==> src/rtl/pan_pkg.sv <==
// pan_pkg: constants shared by the peak amplitude normalizer
// no dependencies; used by peak_amplitude_normalizer_core
package pan_pkg;

  localparam int SAMPLE_W  = 16;               // sample and result width
  localparam int LOW_W     = 17;               // running minimum width
  localparam int NUM_W     = 30;               // |x|*32767 < 2^30
  localparam int DIGIT_W   = 2;                // radix-4 divider digit
  localparam int DIV_STEPS = NUM_W / DIGIT_W;  // digits per quotient
  localparam int STEP_W    = $clog2(DIV_STEPS);
  localparam int PREM_W    = SAMPLE_W + DIGIT_W;

  localparam logic [LOW_W-1:0]    LOW_RESET = 17'h10000;
  localparam logic [7:0]          MID_8     = 8'd128;
  localparam logic [LOW_W:0]      MID_8_X   = 18'sd128;
  localparam logic [LOW_W:0]      TOP_8_X   = 18'sd127;

  // sample_mode codes
  localparam logic MODE_U8  = 1'b0;
  localparam logic MODE_S16 = 1'b1;

  // cmd codes
  localparam logic CMD_MEASURE = 1'b0;
  localparam logic CMD_SCALE   = 1'b1;

endpackage

==> src/rtl/peak_amplitude_normalizer_core.sv <==
// peak_amplitude_normalizer_core: two-pass peak normalizer with a radix-4 serial divider
// depends on pan_pkg for widths, constants and command codes
//
// usage
//   cfg channel (cfg_valid/cfg_ready/cfg_data) writes sample_mode: 0 unsigned 8-bit,
//   1 signed 16-bit; cfg_ready is always high, write only while the block is idle
//   s_axis word: tdata = sample_bits, tuser = cmd
//     cmd 0 measures the sample (min/max tracking), no result word
//     cmd 1 returns the scaled sample on m_axis; the first cmd 0 after a cmd 1
//     restarts the measurement
//   m_axis word: tdata = scaled_bits, tuser = unity (clip was flat, sample unchanged)
// scale path
//   a measure word leaves the block idle for the next word; a scale word goes through
//   a divider that retires 2 quotient bits per cycle over a 30-bit dividend, then
//   waits for a free output register and loads it, which raises m_axis_tvalid; no new
//   word is taken until then; flat or undividable cases skip the divider
// reset
//   rst (synchronous, active high) sets sample_mode to 16-bit, clears the
//   measurement (min 65536, max 0) and empties the output register
// stall
//   the result sits in the output register until m_axis_tready; a new word is
//   taken meanwhile, and the divider holds its quotient until the register frees up
module peak_amplitude_normalizer_core (
  input  logic        clk,
  input  logic        rst,
  // configuration write
  input  logic        cfg_valid,
  output logic        cfg_ready,
  input  logic        cfg_data,       // sample_mode
  // input stream
  input  logic        s_axis_tvalid,
  output logic        s_axis_tready,
  input  logic [15:0] s_axis_tdata,   // [15:0] sample_bits
  input  logic        s_axis_tuser,   // [0] cmd
  // output stream
  output logic        m_axis_tvalid,
  input  logic        m_axis_tready,
  output logic [15:0] m_axis_tdata,   // [15:0] scaled_bits
  output logic        m_axis_tuser    // [0] unity
);

  localparam int SW = pan_pkg::SAMPLE_W;
  localparam int LW = pan_pkg::LOW_W;
  localparam int NW = pan_pkg::NUM_W;
  localparam int DW = pan_pkg::DIGIT_W;
  localparam int PW = pan_pkg::PREM_W;

  typedef enum logic [1:0] {ST_IDLE, ST_DIV, ST_DONE} state_t;

  state_t          state;
  logic            sample_mode;
  logic [LW-1:0]   low_seen;
  logic [SW-1:0]   high_seen;
  logic            scaling_phase;

  // per-word working registers
  logic            job_mode;
  logic            job_neg;
  logic            job_pass;       // result is the raw sample
  logic            job_unity;
  logic [SW-1:0]   job_raw;
  logic [SW-1:0]   divisor;
  logic [NW-1:0]   num;            // dividend, shifted out one digit a cycle
  logic [SW-1:0]   prem;           // partial remainder
  logic [SW-1:0]   quo;            // low quotient bits, shifted in one digit a cycle
  logic [pan_pkg::STEP_W-1:0] step;

  logic            in_fire;
  logic            out_free;

  assign cfg_ready     = 1'b1;
  assign s_axis_tready = (state == ST_IDLE);
  assign in_fire       = s_axis_tvalid && s_axis_tready;
  assign out_free      = !m_axis_tvalid || m_axis_tready;

  // ---------------- measurement ----------------
  logic [SW-1:0]   abs16;
  logic [SW-1:0]   meas_v;
  logic [LW-1:0]   base_low;
  logic [SW-1:0]   base_high;

  always_comb begin
    abs16     = s_axis_tdata[SW-1] ? SW'(~s_axis_tdata + 16'd1) : s_axis_tdata;
    meas_v    = (sample_mode == pan_pkg::MODE_U8) ? {8'd0, s_axis_tdata[7:0]} : abs16;
    base_low  = scaling_phase ? pan_pkg::LOW_RESET : low_seen;
    base_high = scaling_phase ? '0 : high_seen;
  end

  // ---------------- scale setup ----------------
  logic signed [LW:0] a8, b8, d8;
  logic               div_ok;
  logic [SW-1:0]      div_val;
  logic [7:0]         mag8;
  logic [NW:0]        prod16;
  logic [NW-1:0]      num_val;
  logic               neg_val;

  always_comb begin
    // 8-bit mode divisor: max(128 - min, max - 127)
    a8 = $signed(pan_pkg::MID_8_X) - $signed({1'b0, low_seen});
    b8 = $signed({2'b00, high_seen}) - $signed(pan_pkg::TOP_8_X);
    d8 = (a8 >= b8) ? a8 : b8;
    if (sample_mode == pan_pkg::MODE_U8) begin
      div_ok  = (d8 > 0);
      div_val = d8[SW-1:0];
      neg_val = !s_axis_tdata[7];
      mag8    = s_axis_tdata[7] ? (s_axis_tdata[7:0] - pan_pkg::MID_8)
                                : (pan_pkg::MID_8 - s_axis_tdata[7:0]);
    end else begin
      div_ok  = (high_seen != '0);
      div_val = high_seen;
      neg_val = s_axis_tdata[SW-1];
      mag8    = '0;
    end
    // |x| * 32767 as (|x| << 15) - |x|
    prod16 = {abs16, 15'd0} - (NW+1)'(abs16);
    if (sample_mode == pan_pkg::MODE_U8) begin
      num_val = NW'({mag8, 7'd0});
    end else begin
      num_val = prod16[NW-1:0];
    end
  end

  // ---------------- radix-4 divider step ----------------
  logic [PW-1:0] trial, d1, d2, d3, sub;
  logic [DW-1:0] digit;

  always_comb begin
    trial = {prem, num[NW-1 -: DW]};
    d1    = PW'(divisor);
    d2    = PW'({divisor, 1'b0});
    d3    = d1 + d2;
    priority if (trial >= d3) begin
      digit = 2'd3;
      sub   = d3;
    end else if (trial >= d2) begin
      digit = 2'd2;
      sub   = d2;
    end else if (trial >= d1) begin
      digit = 2'd1;
      sub   = d1;
    end else begin
      digit = 2'd0;
      sub   = '0;
    end
  end

  // ---------------- result formatting ----------------
  logic [SW-1:0] qs;
  logic [SW-1:0] result;

  always_comb begin
    qs = job_neg ? SW'(~quo + 16'd1) : quo;
    if (job_pass) begin
      result = (job_mode == pan_pkg::MODE_U8) ? {8'd0, job_raw[7:0]} : job_raw;
    end else if (job_mode == pan_pkg::MODE_U8) begin
      result = {8'd0, qs[7:0] + pan_pkg::MID_8};
    end else begin
      result = qs;
    end
  end

  // ---------------- control and state ----------------
  always_ff @(posedge clk) begin
    if (rst) begin
      state         <= ST_IDLE;
      sample_mode   <= pan_pkg::MODE_S16;
      low_seen      <= pan_pkg::LOW_RESET;
      high_seen     <= '0;
      scaling_phase <= 1'b0;
      m_axis_tvalid <= 1'b0;
      step          <= '0;
    end else begin
      if (cfg_valid && cfg_ready) begin
        sample_mode <= cfg_data;
      end
      // load a new result or drop the one just taken
      if (state == ST_DONE && out_free) begin
        m_axis_tvalid <= 1'b1;
      end else if (m_axis_tvalid && m_axis_tready) begin
        m_axis_tvalid <= 1'b0;
      end
      unique case (state)
        ST_IDLE: begin
          if (in_fire) begin
            if (s_axis_tuser == pan_pkg::CMD_MEASURE) begin
              scaling_phase <= 1'b0;
              high_seen     <= (meas_v > base_high) ? meas_v : base_high;
              low_seen      <= ({1'b0, meas_v} < base_low) ? {1'b0, meas_v} : base_low;
            end else begin
              scaling_phase <= 1'b1;
              step          <= '0;
              if ((low_seen == {1'b0, high_seen}) || !div_ok) begin
                state <= ST_DONE;
              end else begin
                state <= ST_DIV;
              end
            end
          end
        end
        ST_DIV: begin
          step <= step + 1'b1;
          if (step == pan_pkg::STEP_W'(pan_pkg::DIV_STEPS - 1)) begin
            state <= ST_DONE;
          end
        end
        ST_DONE: begin
          if (out_free) begin
            state <= ST_IDLE;
          end
        end
        default: state <= ST_IDLE;
      endcase
    end
  end

  // payload registers
  always_ff @(posedge clk) begin
    if (state == ST_IDLE && in_fire && s_axis_tuser == pan_pkg::CMD_SCALE) begin
      job_mode  <= sample_mode;
      job_neg   <= neg_val;
      job_unity <= (low_seen == {1'b0, high_seen});
      job_pass  <= (low_seen == {1'b0, high_seen}) || !div_ok;
      job_raw   <= s_axis_tdata;
      divisor   <= div_val;
      num       <= num_val;
      prem      <= '0;
      quo       <= '0;
    end else if (state == ST_DIV) begin
      num  <= {num[NW-DW-1:0], {DW{1'b0}}};
      prem <= SW'(trial - sub);
      quo  <= {quo[SW-DW-1:0], digit};
    end
    if (state == ST_DONE && out_free) begin
      m_axis_tdata <= result;
      m_axis_tuser <= job_unity;
    end
  end

endmodule

==> config.mk <==
export PLATFORM = sky130hd
export DESIGN_NAME = peak_amplitude_normalizer_core
export DESIGN_NICKNAME = d
export VERILOG_FILES = /design/src/rtl/pan_pkg.sv /design/src/rtl/peak_amplitude_normalizer_core.sv
export SDC_FILE = /design/constraint.sdc
export NUM_CORES = 1
export LEC_CHECK = 0
export ABC_AREA = 1
export BUFFER_PORTS_ARGS = -buffer_cell sky130_fd_sc_hd__buf_2
export CAP_MARGIN = 20
export CORE_ASPECT_RATIO = 0.8
export CORE_MARGIN = 10
export CORE_UTILIZATION = 40
export CTS_CLUSTER_DIAMETER = 50
export DETAILED_ROUTE_END_ITERATION = 6
export PLACE_DENSITY_LB_ADDON = 0.08
export SYNTH_ARGS = -nofsm -noshare
export SYNTH_HDL_FRONTEND = slang
export SYNTH_SLANG_ARGS = --single-unit
==> constraint.sdc <==
create_clock -name clk -period 15.64 [get_ports clk]
set_input_delay 0.782 -clock clk [delete_from_list [all_inputs] [get_ports clk]]
set_output_delay 0.782 -clock clk [all_outputs]
set_load 0.01 [all_outputs]
After elaboration in Yosys (flattened, before gate mapping)
Index checks and enable logic that the tools add are counted.

cells by class
  add/sub/neg operators = 11
  order comparisons = 7
  equal/unequal tests = 8
  mux-type cells = 36
  bitwise gates (word level) = 3
  reductions and logical operators = 19

operator list
  kind                     number
  $mux W16                 12
  $mux W30                 3
  $ge A18 B17 Y1           2
  $mux W17                 2
  $add A16 B1 Y16 const B  2
  $not A16 Y16             2
  $sub A30 B16 Y30         1
  $add A16 B17 Y18         1
  $ge A18 B16 Y1           1
  $ge A18 B18 Y1           1
  $gt A18 B1 Y1 const B    1
  $mux W18                 1
  $sub A8 B17 Y18 const A  1
  $eq A17 B16 Y1           1
  $lt A16 B17 Y1           1
  $sub A16 B7 Y17 const B  1
  $gt A16 B16 Y1           1
  $reduce_bool A16 Y1      1
  $sub A16 B16 Y16         1
  $mux W2                  7
  $add A8 B8 Y8 const B    1
  $mux W4                  2
  $mux W8                  1
  $pmux W4 S2              1
  19 further kinds         36

storage, ports and cells
  flip-flop bits (word level) = 157
  input port bits = 23
  output and inout port bits = 20
  logic and storage cells = 102

Logic depth before layout (Yosys ltp)
  depth after elaboration = 11
  gate-level depth with buffers = 43
  mapped depth without buffers = 43

Worst setup path after synthesis
OpenSTA, ideal clock, no wires.

  path kind = register to register
  start = reg divisor[2]
  end = reg prem[12]
  library setup time = 0.074 ns
  arrival time = 5.155 ns
  data required time = 15.566 ns
  path slack = 10.411 ns
  cell stages (with the launch flop) = 42
  buffers on the path = 1
  clock period less this slack = 5.229 ns
  path through = edfxtp_1 -> ha_1 -> a21o_1 -> nand2_1 -> nand2_1 -> a41oi_1 -> o21ai_0 -> a21oi_1 -> o21bai_1 -> a21oi_1 -> o21bai_1 -> xnor2_1 -> ha_1 -> nand2_1 -> nor2_1 -> a211oi_1 -> a21oi_1 -> o21bai_1 -> (+6 left out) -> nand2_1 -> a31oi_1 -> nor2_1 -> nor2_1 -> o21bai_1 -> nand2_1 -> nand2_1 -> a21oi_1 -> nor2_1 -> o21ai_0 -> nand2_1 -> nand2_1 -> inv_1 -> nor2_1 -> nor2_1 -> o21ai_0 -> nand2_1 -> o21ai_0

between the ends
  word-level cells in the longest chain between the ends = 5
  elaborated cells on any way between the ends = 8
  those cells by class = add/sub (2); order compare (3); mux (3)

ends and longest elaborated chain
  element                                                   RTL line                               RTL
  start, declared                                           peak_amplitude_normalizer_core.sv:62   logic [SW-1:0] divisor;
  start signal, assigned                                    peak_amplitude_normalizer_core.sv:225  divisor <= div_val;
  branches (longest 3 deep; another with $add A16 B17 Y18)  -
  $mux W16 (*)                                              peak_amplitude_normalizer_core.sv:133  priority if (trial >= d3) begin
  $sub A16 B16 Y16 (*)                                      peak_amplitude_normalizer_core.sv:231  prem <= SW'(trial - sub);
  end signal, assigned                                      peak_amplitude_normalizer_core.sv:231
  end, declared                                             peak_amplitude_normalizer_core.sv:64   logic [SW-1:0] prem;

Mark *: on every way between the ends.
A chain may end at the register's enable or synchronous reset.

Final worst setup path
Ends and elaborated chain as after synthesis.

==> reports/results.ini <==
[cts]
post_cts_buffers = 0
clock_tree_from_tritoncts = done
clock-sinks = 157
clock_path_buffers = 2
cts_root_buffer = sky130_fd_sc_hd__clkbuf_16
cts_hold_repair.buffers = 0
cts_resized = 0
cts.htree.levels = 4
cts.clk_slew.worst_paths_ns = 0.08
tritoncts.num_buffers = 17
insertion_delay_ns = 0.45

[logic_synthesis]
synth_top_cell_by_area = sky130_fd_sc_hd__edfxtp_1
post_synth_main_area_contributors = sky130_fd_sc_hd__edfxtp_1 19%, sky130_fd_sc_hd__ha_1 13%, sky130_fd_sc_hd__dfxtp_1 12%
synth-adder-area-share_pct = 13.68
syn-instance-count = 1764
synth_xor_xnor_area_share_pct = 3.670
synth_top_family_by_area = simple AND/OR/NAND/NOR gates
ys_types = 67
flip_flop_and_latch_count_after_synthesis = 157
syn_area_mm2 = 0.01282
total_nets_after_synthesis = 1926
predominant_post_synthesis_flop_cell = sky130_fd_sc_hd__edfxtp_1
async_flop_share_pct = 0
synth-warning-count = 0
yosysTopAreaCellShare_pct = 19.44
synth-edff-count = 83
area_share_of_and_or_nand_nor_cells_after_synthesis_pct = 23.34
post_synth.cell_area_avg_um2 = 7.267
yosysSeqAreaShare_pct = 31.00
synth_compound_area_share_pct = 19.31
muxShareOfSynthArea_pct = 0

[timing]
max_freq_mhz = 166.7
fin_crit_ns = 5.997
timing_worst_slew_pin_value_ns = 1.115
final.period_utilization_pct = 38.35
setup_viol = 0
drv_slew = 0
timing.max_slew.rel_slack_pct = 24.98
setup_repair_after_global_routing_missed_its_margin = no
clock-skew-final_ns = 0.01469
finalWorstSetupSlack_ns = 9.643
finalHoldViolations = 0
fin_hold_ws_ns = 0.4205
setup-tns-final_ns = 0

[routing]
met2_length_mm = 15.45
routed-wl-met3_mm = 2.757
routed_via_density = 5.376
route.top_layer_used = met4
routed-via-count = 11900
route.antenna.remaining_nets = 0
drt_wl_total_mm = 38.92
wl_per_cell_um = 17.58
drc = 0
wl_met1_mm = 20.36
dr.first_iter.drc_count = 1123
detail_route.first_pass.iterations = 7

[place]
placement.io_buffers = 41
placement.setup.worst_slack_ns = 9.645
place_area_mm2 = 0.01342
dp.final_hpwl_mm = 30.54
routability_driven_placement_congestion_ratio = 0.9303

[global_route]
global_route.usage.total_pct = 19.61
grt_start_max_net_pins = 41
via_count_of_the_first_global_routing_pass = 10940
global_route_wire_length_before_repair_mm = 61.98
number_of_antenna_violations_at_the_first_check_in_global_routing = 0
overflow = 0

[setup_path]
worst_setup_path_end_kind = flop
worst-endpoint-required_ns = 16.02
crit_path_start_kind = flop
crit_path_top_delay_cell = sky130_fd_sc_hd__fa_1
timing.critical_path.mode_cell = sky130_fd_sc_hd__nand2_1
critPathMaxFanout = 28
timing.setup.critical_path_class = reg2reg
timing.critical_path.slowest_cell_delay_ns = 0.49
worst-endpoint-arrival_ns = 6.38

[cells_and_area]
postLayoutCellArea_mm2 = 0.01401
synthToLayoutAreaGrowth_pct = 9.321
diodes = 0
finalNetCount = 1943
final_layout_size_suffix_gt1_share_pct = 8.640
fillerInstances = 3273

[power]
netSwitchingFraction_pct = 50.70
static-leakage-power_nw = 6.382
power.density_mw_per_mm2 = 209.1
vdd_drop_max_mv = 0.1205
p_clk_share_pct = 14.7
seqPwrFrac_pct = 23.6
power.net_switching_w = 0.001485
power.share.combinational_pct = 61.7
report.power.total_w = 0.002930
internal-power_w = 0.001445

[floorplan]
coreArea_mm2 = 0.03150
fp.dieH_um = 180.1
design.die.area_mm2 = 0.03966
initial_utilization_pct = 40.70
io_pins = 43
core.rowCount = 58
die_w_um = 220.2

[run]
cap_viol_max_count = 0

[status]
run_status = completed

[worst_hold_path]
hold_class = reg2reg

## worst max-delay path, delay by kind of cell (launching register included)
family | cells | cell delay [ns]
compound gates | 16 | 2.50
xor+xnor | 1 | 0.07
fa+ha+maj | 3 | 1.17
buf+inv | 3 | 0.44
flops | 1 | 0.46
simple gates | 18 | 1.27
## through the flow
step,cells,utilization [%]
after detailed placement,2182,42.60
after floorplan,1764,-
after global placement,2181,42.51
final,2214,44.50
after CTS,2214,44.50
after global routing,2214,44.50
## synth_stat cells (all sizes together), types with 3 or more instances
| cell type | count |
|---|---|
| nor3 | 29 |
| o211ai | 10 |
| o21ai | 190 |
| a211oi | 6 |
| or2 | 7 |
| nor3b | 3 |
| buf | 21 |
| edfxtp | 83 |
| o32ai | 4 |
| o31ai | 7 |
| nor4 | 8 |
| o22ai | 46 |
| dfxtp | 74 |
| a21oi | 116 |
| a32o | 4 |
| a21o | 4 |
| nand2 | 410 |
| o221ai | 5 |
| o21a | 4 |
| o2111ai | 3 |
| o21bai | 4 |
| inv | 227 |
| xor2 | 43 |
| ha | 137 |
| nor2 | 152 |
| clkinv | 8 |
| clkbuf | 36 |
| a31oi | 13 |
| xnor2 | 9 |
| nand3 | 64 |
| nand4 | 15 |
## cell type report
cell class | count | area [um2] | share of cell area (%)
Sequential cell | 157 | 3974 | 28.35
Multi-Input combinational cell | 1315 | 7705 | 54.98
Timing Repair Buffer | 55 | 330.3 | 2.357
Clock inverter | 14 | 168.9 | 1.205
Tap cell | 420 | 525.5 | 3.750
Clock buffer | 18 | 429.2 | 3.062
Inverter | 235 | 882.1 | 6.294
## logic make-up after synthesis
logic type	count (synthesis)
adders and majority gates	139
DFF	157
and+or+nand+nor	694
AOI/OAI and AO/OA	429
xor gates and xnor gates	52
other	1
buffers and inverters	292
## worst paths after layout
path              start      endpoint  slack (ns)  cells after the start
max          divisor[2]      prem[12]        9.64                     41
min           job_unity  m_axis_tuser        0.42                      0
max reg2reg  divisor[2]      prem[12]        9.64                     41
min reg2reg   job_unity  m_axis_tuser        0.42                      0
## routing by layer
metal  track usage, %  up-vias
li1                 -     6045
met1            30.58     5499
met2            27.04      335
met3            3.440       23
met4            3.939        0
met5                0        -
## registers in the layout (all words and copies together) (netlist names), 2 cells and up
name	flops
prem	16
low_seen	17
job_raw	16
state	2
m_axis_tdata	16
num	30
high_seen	16
divisor	16
quo	16
step	4
## power groups by stage
stage	Sequential [W]	Combinational, W	Clock, W
2_1_floorplan	0.000660	0.00140	0
3_3_place_gp	0.000699	0.00177	0
3_5_place_dp	0.000699	0.00179	0
4_1_cts	0.000691	0.00180	0.000436
5_1_grt	0.000707	0.00208	0.000455
6_report	0.000692	0.00181	0.000429
## cells in the final DEF (no fill, tap or decap), types with 13 or more instances in the layout
cell	count
sky130_fd_sc_hd__ha_1	137
sky130_fd_sc_hd__a31oi_1	13
sky130_fd_sc_hd__edfxtp_1	83
sky130_fd_sc_hd__xor2_1	42
sky130_fd_sc_hd__inv_2	14
sky130_fd_sc_hd__inv_1	213
sky130_fd_sc_hd__dfxtp_1	74
sky130_fd_sc_hd__buf_2	41
sky130_fd_sc_hd__clkbuf_16	17
sky130_fd_sc_hd__nand2_2	13
sky130_fd_sc_hd__nor2_1	140
sky130_fd_sc_hd__nand2_1	394
sky130_fd_sc_hd__nand4_1	15
sky130_fd_sc_hd__o21ai_0	167
sky130_fd_sc_hd__nor3_1	27
sky130_fd_sc_hd__a21oi_1	116
sky130_fd_sc_hd__o22ai_1	46
sky130_fd_sc_hd__nand3_1	57
sky130_fd_sc_hd__o21ai_1	15
sky130_fd_sc_hd__buf_4	13
Power figures use the tool's default switching activity.
